==> config.mk <==
export PLATFORM = sky130hd
export DESIGN_NAME = linear_interp_resampler
export DESIGN_NICKNAME = d
export VERILOG_FILES = /design/src/hdl/lir_pkg.sv /design/src/hdl/lir_front.sv /design/src/hdl/lir_queue.sv /design/src/hdl/lir_back.sv /design/src/hdl/linear_interp_resampler.sv
export VERILOG_INCLUDE_DIRS = /design/src /design/src/hdl
export SDC_FILE = /design/constraint.sdc
export NUM_CORES = 1
export LEC_CHECK = 0
export ABC_AREA = 1
export BUFFER_PORTS_ARGS = -buffer_cell sky130_fd_sc_hd__buf_2
export CAP_MARGIN = 10
export CORE_MARGIN = 5
export CORE_UTILIZATION = 40
export CTS_BUF_LIST = sky130_fd_sc_hd__clkbuf_4 sky130_fd_sc_hd__clkbuf_8
export DETAILED_ROUTE_END_ITERATION = 8
export PLACE_DENSITY = 0.61
export SKIP_CTS_REPAIR_TIMING = 1
export SYNTH_ARGS = -nofsm -noshare
export SYNTH_HDL_FRONTEND = slang
export SYNTH_SLANG_ARGS = --single-unit
==> constraint.sdc <==
create_clock -name i_clk -period 8.3 [get_ports i_clk]
set_clock_uncertainty 0.1 [all_clocks]
set_input_delay 0.83 -clock i_clk [delete_from_list [all_inputs] [get_ports i_clk]]
set_output_delay 0.83 -clock i_clk [all_outputs]
set_load 0.01 [all_outputs]
==> src/hdl/linear_interp_resampler_defines.svh <==
// assertion macros for the resampler rtl (used by lir_back)
`ifndef LINEAR_INTERP_RESAMPLER_DEFINES_SVH
`define LINEAR_INTERP_RESAMPLER_DEFINES_SVH

// same-cycle implication, disabled in reset
`define LIR_ASSERT_SAME(lbl, clk, rst_n, ante, cons, msg) \
    lbl: assert property (@(posedge clk) disable iff (!rst_n) (ante) |-> (cons)) \
        else $error(msg);

// next-cycle implication, disabled in reset
`define LIR_ASSERT_NEXT(lbl, clk, rst_n, ante, cons, msg) \
    lbl: assert property (@(posedge clk) disable iff (!rst_n) (ante) |=> (cons)) \
        else $error(msg);

`endif

==> src/hdl/lir_pkg.sv <==
package lir_pkg;

    localparam int RATIO_W     = 24;
    localparam int MAX_RESULTS = 64;
    localparam int QUEUE_DEPTH = 2;

endpackage

==> src/hdl/lir_front.sv <==
module lir_front #(
    parameter int SAMPLE_BITS = 24
) (
    input  logic                          i_clk,
    input  logic                          i_rst_n,
    input  logic                          i_valid,
    output logic                          o_ready,
    input  logic signed [SAMPLE_BITS-1:0] i_sample_value,
    input  logic                          i_end_of_stream,
    input  logic                          i_full,
    output logic                          o_push,
    output logic [2*SAMPLE_BITS:0]        o_job
);

    logic                          r_have;
    logic                          r_fresh;
    logic signed [SAMPLE_BITS-1:0] r_prev;
    logic                          accept;

    assign o_ready = !i_full;
    assign accept  = i_valid && !i_full;
    // a beat with a held sample becomes a job: {fresh, y1, y2}
    assign o_push  = accept && r_have;
    assign o_job   = {r_fresh, r_prev, i_sample_value};

    always_ff @(posedge i_clk) begin
        if (!i_rst_n) begin
            r_have  <= 1'b0;
            r_fresh <= 1'b0;
            r_prev  <= '0;
        end else if (accept) begin
            if (i_end_of_stream) begin
                r_have  <= 1'b0;
                r_fresh <= 1'b0;
                r_prev  <= '0;
            end else if (!r_have) begin
                r_have  <= 1'b1;
                r_fresh <= 1'b1;
                r_prev  <= i_sample_value;
            end else begin
                r_fresh <= 1'b0;
                r_prev  <= i_sample_value;
            end
        end
    end

endmodule

==> src/hdl/lir_queue.sv <==
module lir_queue #(
    parameter int WIDTH = 49,
    parameter int DEPTH = 2
) (
    input  logic             i_clk,
    input  logic             i_rst_n,
    input  logic             i_push,
    input  logic [WIDTH-1:0] i_data,
    output logic             o_full,
    input  logic             i_pop,
    output logic [WIDTH-1:0] o_data,
    output logic             o_empty
);

    localparam int PTR_W = (DEPTH > 1) ? $clog2(DEPTH) : 1;
    localparam int CNT_W = $clog2(DEPTH + 1);

    logic [WIDTH-1:0] r_mem [DEPTH];
    logic [PTR_W-1:0] r_wr;
    logic [PTR_W-1:0] r_rd;
    logic [CNT_W-1:0] r_count;
    logic             do_push;
    logic             do_pop;

    assign o_full  = (r_count == CNT_W'(DEPTH));
    assign o_empty = (r_count == '0);
    assign o_data  = r_mem[r_rd];
    assign do_push = i_push && !o_full;
    assign do_pop  = i_pop && !o_empty;

    always_ff @(posedge i_clk) begin
        if (do_push) begin
            r_mem[r_wr] <= i_data;
        end
    end

    always_ff @(posedge i_clk) begin
        if (!i_rst_n) begin
            r_wr    <= '0;
            r_rd    <= '0;
            r_count <= '0;
        end else begin
            if (do_push) begin
                r_wr <= (r_wr == PTR_W'(DEPTH - 1)) ? '0 : r_wr + 1'b1;
            end
            if (do_pop) begin
                r_rd <= (r_rd == PTR_W'(DEPTH - 1)) ? '0 : r_rd + 1'b1;
            end
            if (do_push && !do_pop) begin
                r_count <= r_count + 1'b1;
            end else if (do_pop && !do_push) begin
                r_count <= r_count - 1'b1;
            end
        end
    end

endmodule

==> src/hdl/lir_back.sv <==
`include "linear_interp_resampler_defines.svh"

module lir_back #(
    parameter int SAMPLE_BITS   = 24,
    parameter int FRACTION_BITS = 16
) (
    input  logic                          i_clk,
    input  logic                          i_rst_n,
    input  logic [lir_pkg::RATIO_W-1:0]   i_step,
    input  logic                          i_job_valid,
    input  logic [2*SAMPLE_BITS:0]        i_job,
    output logic                          o_pop,
    output logic                          o_valid,
    input  logic                          i_ready,
    output logic signed [SAMPLE_BITS-1:0] o_resampled_value,
    output logic                          o_last_in_run
);

    localparam int RW       = lir_pkg::RATIO_W;
    localparam int POS_W    = ((FRACTION_BITS > RW) ? FRACTION_BITS : RW) + 1;
    localparam int DW       = SAMPLE_BITS + 1;
    localparam int PW       = DW + FRACTION_BITS + 1;
    localparam int MIN_STEP = (1 << FRACTION_BITS) / lir_pkg::MAX_RESULTS;
    localparam logic [POS_W-1:0] ONE = POS_W'(1) << FRACTION_BITS;

    logic                          j_fresh;
    logic signed [SAMPLE_BITS-1:0] j_y1;
    logic signed [SAMPLE_BITS-1:0] j_y2;
    logic [RW-1:0]                 step_clamped;
    logic [POS_W-1:0]              step_eff;
    logic [POS_W-1:0]              pos_next;
    logic                          at_end;
    logic                          load;
    logic                          issue;
    logic                          issue_last;
    logic                          m_ready;
    logic                          o_free;
    logic signed [PW-1:0]          sum_full;

    logic                          r_busy;
    logic [POS_W-1:0]              r_pos;
    logic signed [SAMPLE_BITS-1:0] r_y1;
    logic signed [DW-1:0]          r_diff;

    logic                          r_m_valid;
    logic signed [PW-1:0]          r_prod;
    logic signed [SAMPLE_BITS-1:0] r_m_y1;
    logic                          r_m_last;

    logic                          r_o_valid;
    logic signed [SAMPLE_BITS-1:0] r_o_value;
    logic                          r_o_last;

    assign j_fresh = i_job[2*SAMPLE_BITS];
    assign j_y1    = i_job[2*SAMPLE_BITS-1:SAMPLE_BITS];
    assign j_y2    = i_job[SAMPLE_BITS-1:0];

    assign step_clamped = (i_step < RW'(MIN_STEP)) ? RW'(MIN_STEP) : i_step;
    assign step_eff     = POS_W'(step_clamped);
    assign pos_next     = r_pos + step_eff;
    assign at_end       = (r_pos >= ONE);

    assign o_free     = !r_o_valid || i_ready;
    assign m_ready    = !r_m_valid || o_free;
    assign load       = !r_busy && i_job_valid;
    assign issue      = r_busy && !at_end && m_ready;
    assign issue_last = (pos_next >= ONE);
    assign o_pop      = load;

    // sequencer: one position per cycle, while the multiply stage can take it, until the position reaches 1.0
    always_ff @(posedge i_clk) begin
        if (!i_rst_n) begin
            r_busy <= 1'b0;
            r_pos  <= '0;
        end else if (load) begin
            r_busy <= 1'b1;
            r_y1   <= j_y1;
            r_diff <= DW'(j_y2) - DW'(j_y1);
            if (j_fresh) begin
                r_pos <= '0;
            end
        end else if (r_busy && at_end) begin
            r_busy <= 1'b0;
            r_pos  <= r_pos - ONE;
        end else if (issue) begin
            r_pos <= pos_next;
        end
    end

    // multiply stage
    always_ff @(posedge i_clk) begin
        if (!i_rst_n) begin
            r_m_valid <= 1'b0;
        end else begin
            if (m_ready) begin
                r_m_valid <= issue;
            end
            if (issue) begin
                r_prod   <= r_diff * $signed({1'b0, r_pos[FRACTION_BITS-1:0]});
                r_m_y1   <= r_y1;
                r_m_last <= issue_last;
            end
        end
    end

    // floor of the scaled product, then add to y1
    assign sum_full = PW'(r_m_y1) + (r_prod >>> FRACTION_BITS);

    // output register
    always_ff @(posedge i_clk) begin
        if (!i_rst_n) begin
            r_o_valid <= 1'b0;
        end else begin
            if (o_free) begin
                r_o_valid <= r_m_valid;
            end
            if (o_free && r_m_valid) begin
                r_o_value <= sum_full[SAMPLE_BITS-1:0];
                r_o_last  <= r_m_last;
            end
        end
    end

    assign o_valid           = r_o_valid;
    assign o_resampled_value = r_o_value;
    assign o_last_in_run     = r_o_last;

    `LIR_ASSERT_NEXT(a_last_closes_run, i_clk, i_rst_n, issue && issue_last,
        r_busy && at_end, "last beat did not close the run")
    `LIR_ASSERT_NEXT(a_mid_keeps_run, i_clk, i_rst_n, issue && !issue_last,
        r_busy && !at_end, "run ended without a last beat")
    `LIR_ASSERT_NEXT(a_fresh_start, i_clk, i_rst_n, load && j_fresh,
        r_pos == '0, "stream start did not clear the position")
    `LIR_ASSERT_SAME(a_no_load_busy, i_clk, i_rst_n, r_busy && !at_end,
        !o_pop, "job popped while a run is in progress")

endmodule

==> src/hdl/linear_interp_resampler.sv <==
// linear interpolation resampler
// input channel: i_valid / o_ready carry one sample per beat, with
// i_end_of_stream on the final sample of a stream. output channel:
// o_valid / i_ready carry interpolated samples, o_last_in_run marking the
// last output caused by one input sample.
// i_cfg_we / i_cfg_data write the output-to-input period ratio (8.16 fixed
// point); write it only while the block is idle.
// the first sample of a stream gives no output. each later sample gives
// the outputs whose positions fall between it and the sample before.
// the first output of a sample passes the job queue, the sequencer, the
// multiply stage and the output register. throughput: one output per cycle
// while a sample's run lasts and i_ready holds; a job waits for the run's end.
// a 2-entry job queue lets the input side keep accepting during a run.
// reset clears the stream control state and sets the ratio to 1.0.
// a stalled receiver holds the output register, then the multiply stage,
// then the sequencer; the input side stalls once the job queue is full.
module linear_interp_resampler #(
    parameter int SAMPLE_BITS   = 24,
    parameter int FRACTION_BITS = 16
) (
    input  logic                                 i_clk,
    input  logic                                 i_rst_n,
    input  logic                                 i_cfg_we,
    input  logic [lir_pkg::RATIO_W-1:0]          i_cfg_data,
    input  logic                                 i_valid,
    output logic                                 o_ready,
    input  logic signed [SAMPLE_BITS-1:0]        i_sample_value,
    input  logic                                 i_end_of_stream,
    output logic                                 o_valid,
    input  logic                                 i_ready,
    output logic signed [SAMPLE_BITS-1:0]        o_resampled_value,
    output logic                                 o_last_in_run
);

    localparam int RW    = lir_pkg::RATIO_W;
    localparam int JOB_W = 2 * SAMPLE_BITS + 1;
    localparam logic [RW-1:0] RESET_RATIO = RW'(64'd1 << FRACTION_BITS);

    logic [RW-1:0]    r_step_ratio;
    logic             q_push;
    logic             q_full;
    logic             q_pop;
    logic             q_empty;
    logic [JOB_W-1:0] q_in;
    logic [JOB_W-1:0] q_out;

    always_ff @(posedge i_clk) begin
        if (!i_rst_n) begin
            r_step_ratio <= RESET_RATIO;
        end else if (i_cfg_we) begin
            r_step_ratio <= i_cfg_data;
        end
    end

    lir_front #(
        .SAMPLE_BITS(SAMPLE_BITS)
    ) u_front (
        .i_clk          (i_clk),
        .i_rst_n        (i_rst_n),
        .i_valid        (i_valid),
        .o_ready        (o_ready),
        .i_sample_value (i_sample_value),
        .i_end_of_stream(i_end_of_stream),
        .i_full         (q_full),
        .o_push         (q_push),
        .o_job          (q_in)
    );

    lir_queue #(
        .WIDTH(JOB_W),
        .DEPTH(lir_pkg::QUEUE_DEPTH)
    ) u_queue (
        .i_clk  (i_clk),
        .i_rst_n(i_rst_n),
        .i_push (q_push),
        .i_data (q_in),
        .o_full (q_full),
        .i_pop  (q_pop),
        .o_data (q_out),
        .o_empty(q_empty)
    );

    lir_back #(
        .SAMPLE_BITS  (SAMPLE_BITS),
        .FRACTION_BITS(FRACTION_BITS)
    ) u_back (
        .i_clk            (i_clk),
        .i_rst_n          (i_rst_n),
        .i_step           (r_step_ratio),
        .i_job_valid      (!q_empty),
        .i_job            (q_out),
        .o_pop            (q_pop),
        .o_valid          (o_valid),
        .i_ready          (i_ready),
        .o_resampled_value(o_resampled_value),
        .o_last_in_run    (o_last_in_run)
    );

endmodule
==> metrics, run 1 <==
Setup crit end kind=register; critical path arrival=7.04 ns; WP data required=~8.6 ns; max-cap violation count=0; first-pass GRT wire length=about 130000 um; clk buf depth=3; met2 WL post-DR=between 30000 and 40000 um; Final Cycle Share=0.813; NumNets Final=roughly 4300; Relative slew margins=0.172; Clk pin slew, worst setup/hold paths=roughly 0.070 ns; fin crit period=just under 7 ns; FFs w/ async S/R, synth=0; Total Neg Setup Slack=0 ns; hpwl dp=63800 um; outcome=finished, final reports clean; Unique masters post-synth=slightly below 50; ys flop type=edfxtp_1; vias in the first global route=between 20000 and 25000; clk sinks=~300; Fin. Hold Viols=0; RSZ-0062 raised after global routing=no; DR top layer=met4; Vias/cell=4.84; GRT Residual Overflow=0; Leak Pwr=between 15 and 20 nW; post-route ant nets=0; TritonCTS clock tree=built; FF+latch count, synth=304; area share of the largest cell type after synthesis=0.253; syn_area_per_cell=slightly above 8 sq um; Power per Cell Area=about 320 mW/mm^2; DRC=0; Ports=just over 80; Max Transition Viols Final=0; Placer Congestion=roughly 0.94; Post-Syn Instances=between 3000 and 4000; DR iter-0 viols=1474; ratio of cells with drive above 1 in the final layout=0.0702; Seq/Total Area, Yosys=0.276; yosys warns=0; Startpoint Class=register; Total Wirelength=slightly below 80000 um; row cnt=100; Die Height=~280 um; CTS root buf=clkbuf_8; met3 wire len=roughly 5400 um; CTS Buf Count=50; EDFF count, synth=221; Met1 Wirelength=between 30000 and 40000 um; largest net degree at the start of global routing=74; die width=approximately 280 um; Port Buf Inserts=80; commonest cells in the netlist=nand2_1, inv_1, fa_1; Worst VDD drop=0.191 mV; Synth area leader=fa_1; Diodes inserted=0; Worst Tran Pin Value=1.24 ns; via count=between 20000 and 25000; Initial Utilization=0.403; count leader, synth=nand2_1; core area=0.0744 sq mm; CTS H-Tree Depth=2; area delta synth->final=8.11%; Max Clk Rate=~150 MHz; later-pin clock latency in the skew report=roughly 0.65 ns; Die ar.=0.0807 sq mm; Syn Nets=4257; Non-Filler Instances=4687; initial antenna violation count=2; Hold WS=between 0.2 and 0.3 ns; post-DR wirelength/cell=about 17 um; worst hold path type=input pin to register; total power=between 10 and 15 mW; Final setup viols=0; gr usage total=0.196; WS Path Type=register to register; Synth area leaders=fa_1, edfxtp_1, nand2_1; placed insts=~4600; CP max FO=22; DRT Pass-1 Iters=6; Netlist Area Pre-Place=0.0300 sq mm
## cells by family (layout without fill, tap and decap cells)
family,after synthesis,count (layout),synth area share
muxes,25,25,0.00933
xor gates and xnor gates,79,79,0.0230
adders and majority gates,550,550,0.324
and+or+nand+nor,1370,1370,0.181
AOI/OAI and AO/OA,325,325,0.0599
buffers and inverters,1000,1065,0.126
DFF,304,304,0.276
## flip-flops by register name, indices dropped and copies added, names as in the netlist, named ones only
| signal | count |
|---|---|
| u_queue.r_rd | 1 |
| u_back.r_m_last | 1 |
| u_back.r_pos | 25 |
| r_step_ratio | 24 |
| u_front.r_prev | 24 |
| u_back.r_y1 | 24 |
| u_back.r_busy | 1 |
| u_front.r_have | 1 |
| u_back.r_m_y1 | 24 |
| u_back.r_m_valid | 1 |
| u_back.o_resampled_value | 24 |
| u_back.r_diff | 25 |
| u_back.o_valid | 1 |
| u_back.o_last_in_run | 1 |
| u_queue.r_count | 2 |
| u_queue.r_mem | 98 |
| u_back.r_prod | 24 |
| u_queue.r_wr | 1 |
| u_front.r_fresh | 1 |
## stage by stage
step	util	setup WS (ns)	cell area [sq um]
after floorplan	-	2.43	30000
after global placement	0.421	1.72	31300
after detailed placement	0.421	1.60	31300
after global routing	0.436	1.15	32500
final	0.436	1.56	32500
after CTS	0.436	1.59	32500
## critical path, cell delays in order (launching register included)
cell,delay (ns)
dfxtp_1,1.14
nand2_1,0.23
fa_1,0.56
fa_1,0.65
inv_1,0.22
fa_1,0.44
fa_1,0.52
fa_1,0.54
inv_1,0.05
fa_1,0.47
inv_1,0.04
ha_1,0.39
nand2_1,0.14
nor3_1,0.30
nand2_1,0.13
nor2_1,0.15
nand3_1,0.09
nand3_1,0.15
inv_1,0.05
nand3_1,0.06
nand2_1,0.05
## metal layers
layer / up-vias / GRT usage
li1: 11028 / -
met1: 10901 / 0.270
met2: 623 / 0.319
met3: 125 / 0.0370
met4: 0 / 0.0534
met5: - / 0
## power breakdown
| part | switching, mW | internal (mW) | leakage (nW) |
|---|---|---|---|
| logic | 4.08 | 2.25 | 13.3 |
| clock network | 0.655 | 0.834 | 0.591 |
| registers | 0.590 | 2.12 | 2.70 |
## worst paths after layout
path,from,to,slack [ns],cells after the start
setup / recovery,u_back.r_pos[6]$_SDFFE_PN0P_,u_back.r_prod[39]$_DFFE_PP_,1.56,20
hold / removal,i_sample_value[23],u_queue.r_mem[0][23]$_DFFE_PP_,0.28,1
hold reg to reg,u_back.r_m_last$_DFFE_PP_,u_back.o_last_in_run$_DFFE_PP_,0.33,0
setup reg to reg,u_back.r_pos[6]$_SDFFE_PN0P_,u_back.r_prod[39]$_DFFE_PP_,1.56,20
## cell usage in the layout (no fill, tap or decap), drive strengths merged, types with 3 or more instances in the layout
cell,n
a211oi,4
a21boi,5
a21o,7
a21oi,163
a31oi,9
buf,109
bufinv,5
clkbuf,70
clkinv,14
dfxtp,83
edfxtp,221
fa,380
ha,170
inv,865
mux2,24
nand2,988
nand3,83
nand3b,6
nand4,20
nor2,240
nor3,15
nor4,8
o211ai,3
o21ai,108
o21bai,17
or2,7
xnor2,26
xor2,53
## final cells by class
cell class | instances | area, sq um
multi-input cells | 2349 | 18000
flip-flops and latches | 304 | 8300
well taps | 969 | 1210
repair buffers | 109 | 618
clock buffers | 70 | 851
inverters | 863 | 3240
fillers | 7449 | 42000
clock inverters | 23 | 275
Note: power is estimated with default switching activity, not from simulation.
==> run 2: changes to the inputs <==
--- a/config.mk
+++ b/config.mk
@@ -6,14 +6,14 @@
 export SDC_FILE = /design/constraint.sdc
 export NUM_CORES = 1
 export LEC_CHECK = 0
-export ABC_AREA = 1
+export ABC_AREA = 0
 export BUFFER_PORTS_ARGS = -buffer_cell sky130_fd_sc_hd__buf_2
 export CAP_MARGIN = 10
 export CORE_MARGIN = 5
 export CORE_UTILIZATION = 40
 export CTS_BUF_LIST = sky130_fd_sc_hd__clkbuf_4 sky130_fd_sc_hd__clkbuf_8
 export DETAILED_ROUTE_END_ITERATION = 8
-export PLACE_DENSITY = 0.61
+export PLACE_DENSITY = 0.63
 export SKIP_CTS_REPAIR_TIMING = 1
 export SYNTH_ARGS = -nofsm -noshare
 export SYNTH_HDL_FRONTEND = slang
==> constraint.sdc (replaced) <==
create_clock -name i_clk -period 5.9 [get_ports i_clk]
set_clock_uncertainty 0.1 [all_clocks]
set_input_delay 0.59 -clock i_clk [delete_from_list [all_inputs] [get_ports i_clk]]
set_output_delay 0.59 -clock i_clk [all_outputs]
set_load 0.01 [all_outputs]
==> run 2 against run 1 <==
  * The flow now finishes with violations (negative setup slack)
  * First-iteration DRC count decreased by 17%
  * Sequential cell count did not move
  * Global-route usage is 0.96 points lower
  * Worst setup slack got worse by 1.7 ns
  * Critical path type unchanged
  * Largest power group unchanged
==> metrics, run 2 <==
Max Clk Rate=164 MHz (was 148 MHz); final worst slack=-0.181 ns (was 1.56 ns); Synth area leaders=fa_1, edfxtp_1, ha_1 (was fa_1, edfxtp_1, nand2_1); slowest CP cell=fa_1 (was dfxtp_1); Total Wirelength=69300 um (was 79500 um); Initial Utilization=0.403 (about the same); Max Transition Viols Final=0 (unchanged); Final Cycle Share=1.03 (was 0.813); flop2flop setup slack=-0.18 ns (was 1.56 ns); syn_area_per_cell=10.3 sq um (was 8.22 sq um); ys flop type=edfxtp_1 (unchanged); Die ar.=0.0744 sq mm (was 0.0807 sq mm); CTS H-Tree Depth=2 (unchanged); initial antenna violation count=1 (was 2); first-pass GRT wire length=111000 um (was 126000 um); NumNets Final=3525 (was 4281); Reg-to-Reg Start=u_back.r_diff[8]$_DFFE_PP_ (was u_back.r_pos[6]$_SDFFE_PN0P_); crit path cell chain=buf_6 > and2_4 > fa_1 > inv_2 > fa_1 > fa_1 > inv_2 > fa_1 > fa_1 > fa_1 > ha_4 > a211oi_2 > o21ai_1 > a21oi_2 > a21oi_1 > o221ai_2 > a31oi_4 > nor4_2 > a211oi_1 (was nand2_1 > fa_1 > fa_1 > inv_1 > fa_1 > fa_1 > fa_1 > inv_1 > fa_1 > inv_1 > ha_1 > nand2_1 > nor3_1 > nand2_1 > nor2_1 > nand3_1 > nand3_1 > inv_1 > nand3_1 > nand2_1); TritonCTS clock tree=built (unchanged); Largest register FFs=98 (unchanged); DP Worst Slack=-0.383 ns (was 1.60 ns); Setup crit end kind=register (unchanged); WHS Path Cells=1 (unchanged); Reg with most FFs=u_queue.r_mem (unchanged); CTS Buf Count=54 (was 50); worst hold path type=input pin to register (unchanged); CTS root buf=clkbuf_8 (unchanged); Power per Cell Area=310 mW/mm^2 (was 324 mW/mm^2); EDFF count, synth=221 (unchanged); DRC=0 (unchanged); Clk pin slew, worst setup/hold paths=0.06 ns (was 0.07 ns); Final setup viols=15 (was 0); Vias/cell=5.06 (was 4.84); Post-Syn Instances=2690 (was 3653); outcome=finished, violations left (was finished, final reports clean); Reg2Reg Depth=19 (was 20); largest net degree at the start of global routing=79 (was 74); yosys warns=0 (unchanged); post-route ant nets=0 (unchanged); Port Buf Inserts=80 (unchanged); Netlist Area Pre-Place=0.0276 sq mm (was 0.0300 sq mm); critical path arrival=6.37 ns (was 7.04 ns); commonest cells in the netlist=inv_1, fa_1, nand2_1 (was nand2_1, inv_1, fa_1); Critical R2R Capture=u_back.r_prod[39]$_DFFE_PP_ (unchanged); CP max FO=5 (was 22); GRT Residual Overflow=0 (unchanged); FF+latch count, synth=304 (unchanged); Syn Nets=3294 (was 4257); Largest regs=u_queue.r_mem (98), u_back.r_diff (25), u_back.r_pos (25) (unchanged); ratio of cells with drive above 1 in the final layout=0.174 (was 0.0702); row cnt=96 (was 100); Die Height=273 um (was 284 um); DRT Pass-1 Iters=6 (unchanged); post-DR wirelength/cell=18.0 um (was 17.0 um); vias in the first global route=20602 (was 23099); Bufs and invs on worst path=3 (was 4); Ports=81 (unchanged); Leak Pwr=14.8 nW (was 16.6 nW); count leader, synth=inv_1 (was nand2_1); most used cell, CP=fa_1 (unchanged); Synth area leader=fa_1 (unchanged); Startpoint Class=register (unchanged); clk sinks=304 (unchanged); CP delay by family, top=adder cells (unchanged); hpwl dp=56100 um (was 63800 um); CP peak stage delay=0.55 ns (was 1.14 ns); Seq/Total Area, Yosys=0.301 (was 0.276); core area=0.0685 sq mm (was 0.0744 sq mm); violated checks=negative setup slack; WS Path Type=register to register (unchanged); most common cell after layout, fill and taps aside=inv_1 (was nand2_1); die width=273 um (was 284 um); Worst Tran Pin Value=0.985 ns (was 1.24 ns); max-cap violation count=0 (unchanged); min-delay src=i_sample_value[15] (was i_sample_value[23]); placed insts=3743 (was 4594); Relative slew margins=0.335 (was 0.172); fin crit period=6.08 ns (was 6.74 ns); FFs w/ async S/R, synth=0 (unchanged); total power=9.96 mW (was 10.5 mW); Placer Congestion=0.890 (was 0.941); Fin. Hold Viols=0 (unchanged); WP data required=6.19 ns (was 8.60 ns); Worst VDD drop=0.243 mV (was 0.191 mV); DR iter-0 viols=1227 (was 1474); clk buf depth=3 (unchanged); commonest cells after routing, fill and taps aside=inv_1, fa_1, nand2_1, edfxtp_1, buf_4 (was nand2_1, inv_1, fa_1, nor2_1, edfxtp_1); Non-Filler Instances=3849 (was 4687); via count=19465 (was 22677); area delta synth->final=16.5% (was 8.11%); RSZ-0062 raised after global routing=yes (was no); Worst Hold End=u_queue.r_mem[1][15]$_DFFE_PP_ (was u_queue.r_mem[0][23]$_DFFE_PP_); later-pin clock latency in the skew report=0.65 ns (about the same); gr usage total=0.186 (was 0.196); area share of the largest cell type after synthesis=0.276 (was 0.253); Total Neg Setup Slack=-1.52 ns (was 0 ns); Unique masters post-synth=74 (was 49)
[run 2: power breakdown]
part / switching, mW / total (mW) / internal [mW]
clock: 0.932 / 2.33 / 1.40
sequential: 0.212 / 2.92 / 2.71
combinational: 2.74 / 4.71 / 1.96
[run 2: cell families after synthesis]
group	share of synthesized area
and+or+nand+nor	0.132
buffers and inverters	0.0827
adders and majority gates	0.353
AOI/OAI and AO/OA	0.0735
DFF	0.301
xor gates and xnor gates	0.0301
muxes	0.0282
[run 2: stage by stage]
| step | instance area [sq um] | utilization | hold WS, ns |
|---|---|---|---|
| 2_1_floorplan | 27800 | - | 0.300 |
| 3_3_place_gp | 30400 | 0.445 | 0.303 |
| 3_5_place_dp | 30400 | 0.445 | 0.305 |
| 4_1_cts | 31700 | 0.464 | -0.00507 |
| 5_1_grt | 32200 | 0.470 | 0.00624 |
| 6_report | 32200 | 0.470 | 0.0465 |
[run 2: area by class of cell]
| cell class | instances | area [sq um] |
|---|---|---|
| Antenna cell | 1 | 2.50 |
| Tap cell | 882 | 1100 |
| Multi-Input combinational cell | 1781 | 17400 |
| Inverter | 489 | 1840 |
| Fill cell | 6332 | 36300 |
| Clock inverter | 22 | 307 |
| Sequential cell | 304 | 8320 |
| Clock buffer | 79 | 993 |
| Timing Repair Buffer | 291 | 2210 |
[run 2: how the worst max path moves through the flow]
stage | start | end | slack [ns] | cells past startpoint
floorplan | u_back.r_pos[3]$_SDFFE_PN0P_ | u_back.r_prod[39]$_DFFE_PP_ | -0.02 | 21
global placement | u_back.r_diff[8]$_DFFE_PP_ | u_back.r_prod[31]$_DFFE_PP_ | -0.30 | 22
detailed placement | u_back.r_pos[4]$_SDFFE_PN0P_ | u_back.r_prod[39]$_DFFE_PP_ | -0.38 | 20
CTS | u_back.r_pos[4]$_SDFFE_PN0P_ | u_back.r_prod[39]$_DFFE_PP_ | -0.39 | 20
global route | u_back.r_diff[16]$_DFFE_PP_ | u_back.r_prod[39]$_DFFE_PP_ | -0.43 | 21
finish | u_back.r_diff[8]$_DFFE_PP_ | u_back.r_prod[39]$_DFFE_PP_ | -0.18 | 19
[run 2: metal layers]
metal | routed length (um) | track usage | share of wire
met4 | 1700 | 0.0498 | 0.024
met2 | 32800 | 0.307 | 0.47
met3 | 3880 | 0.0309 | 0.056
met1 | 31000 | 0.257 | 0.45
met5 | 0 | 0 | 0
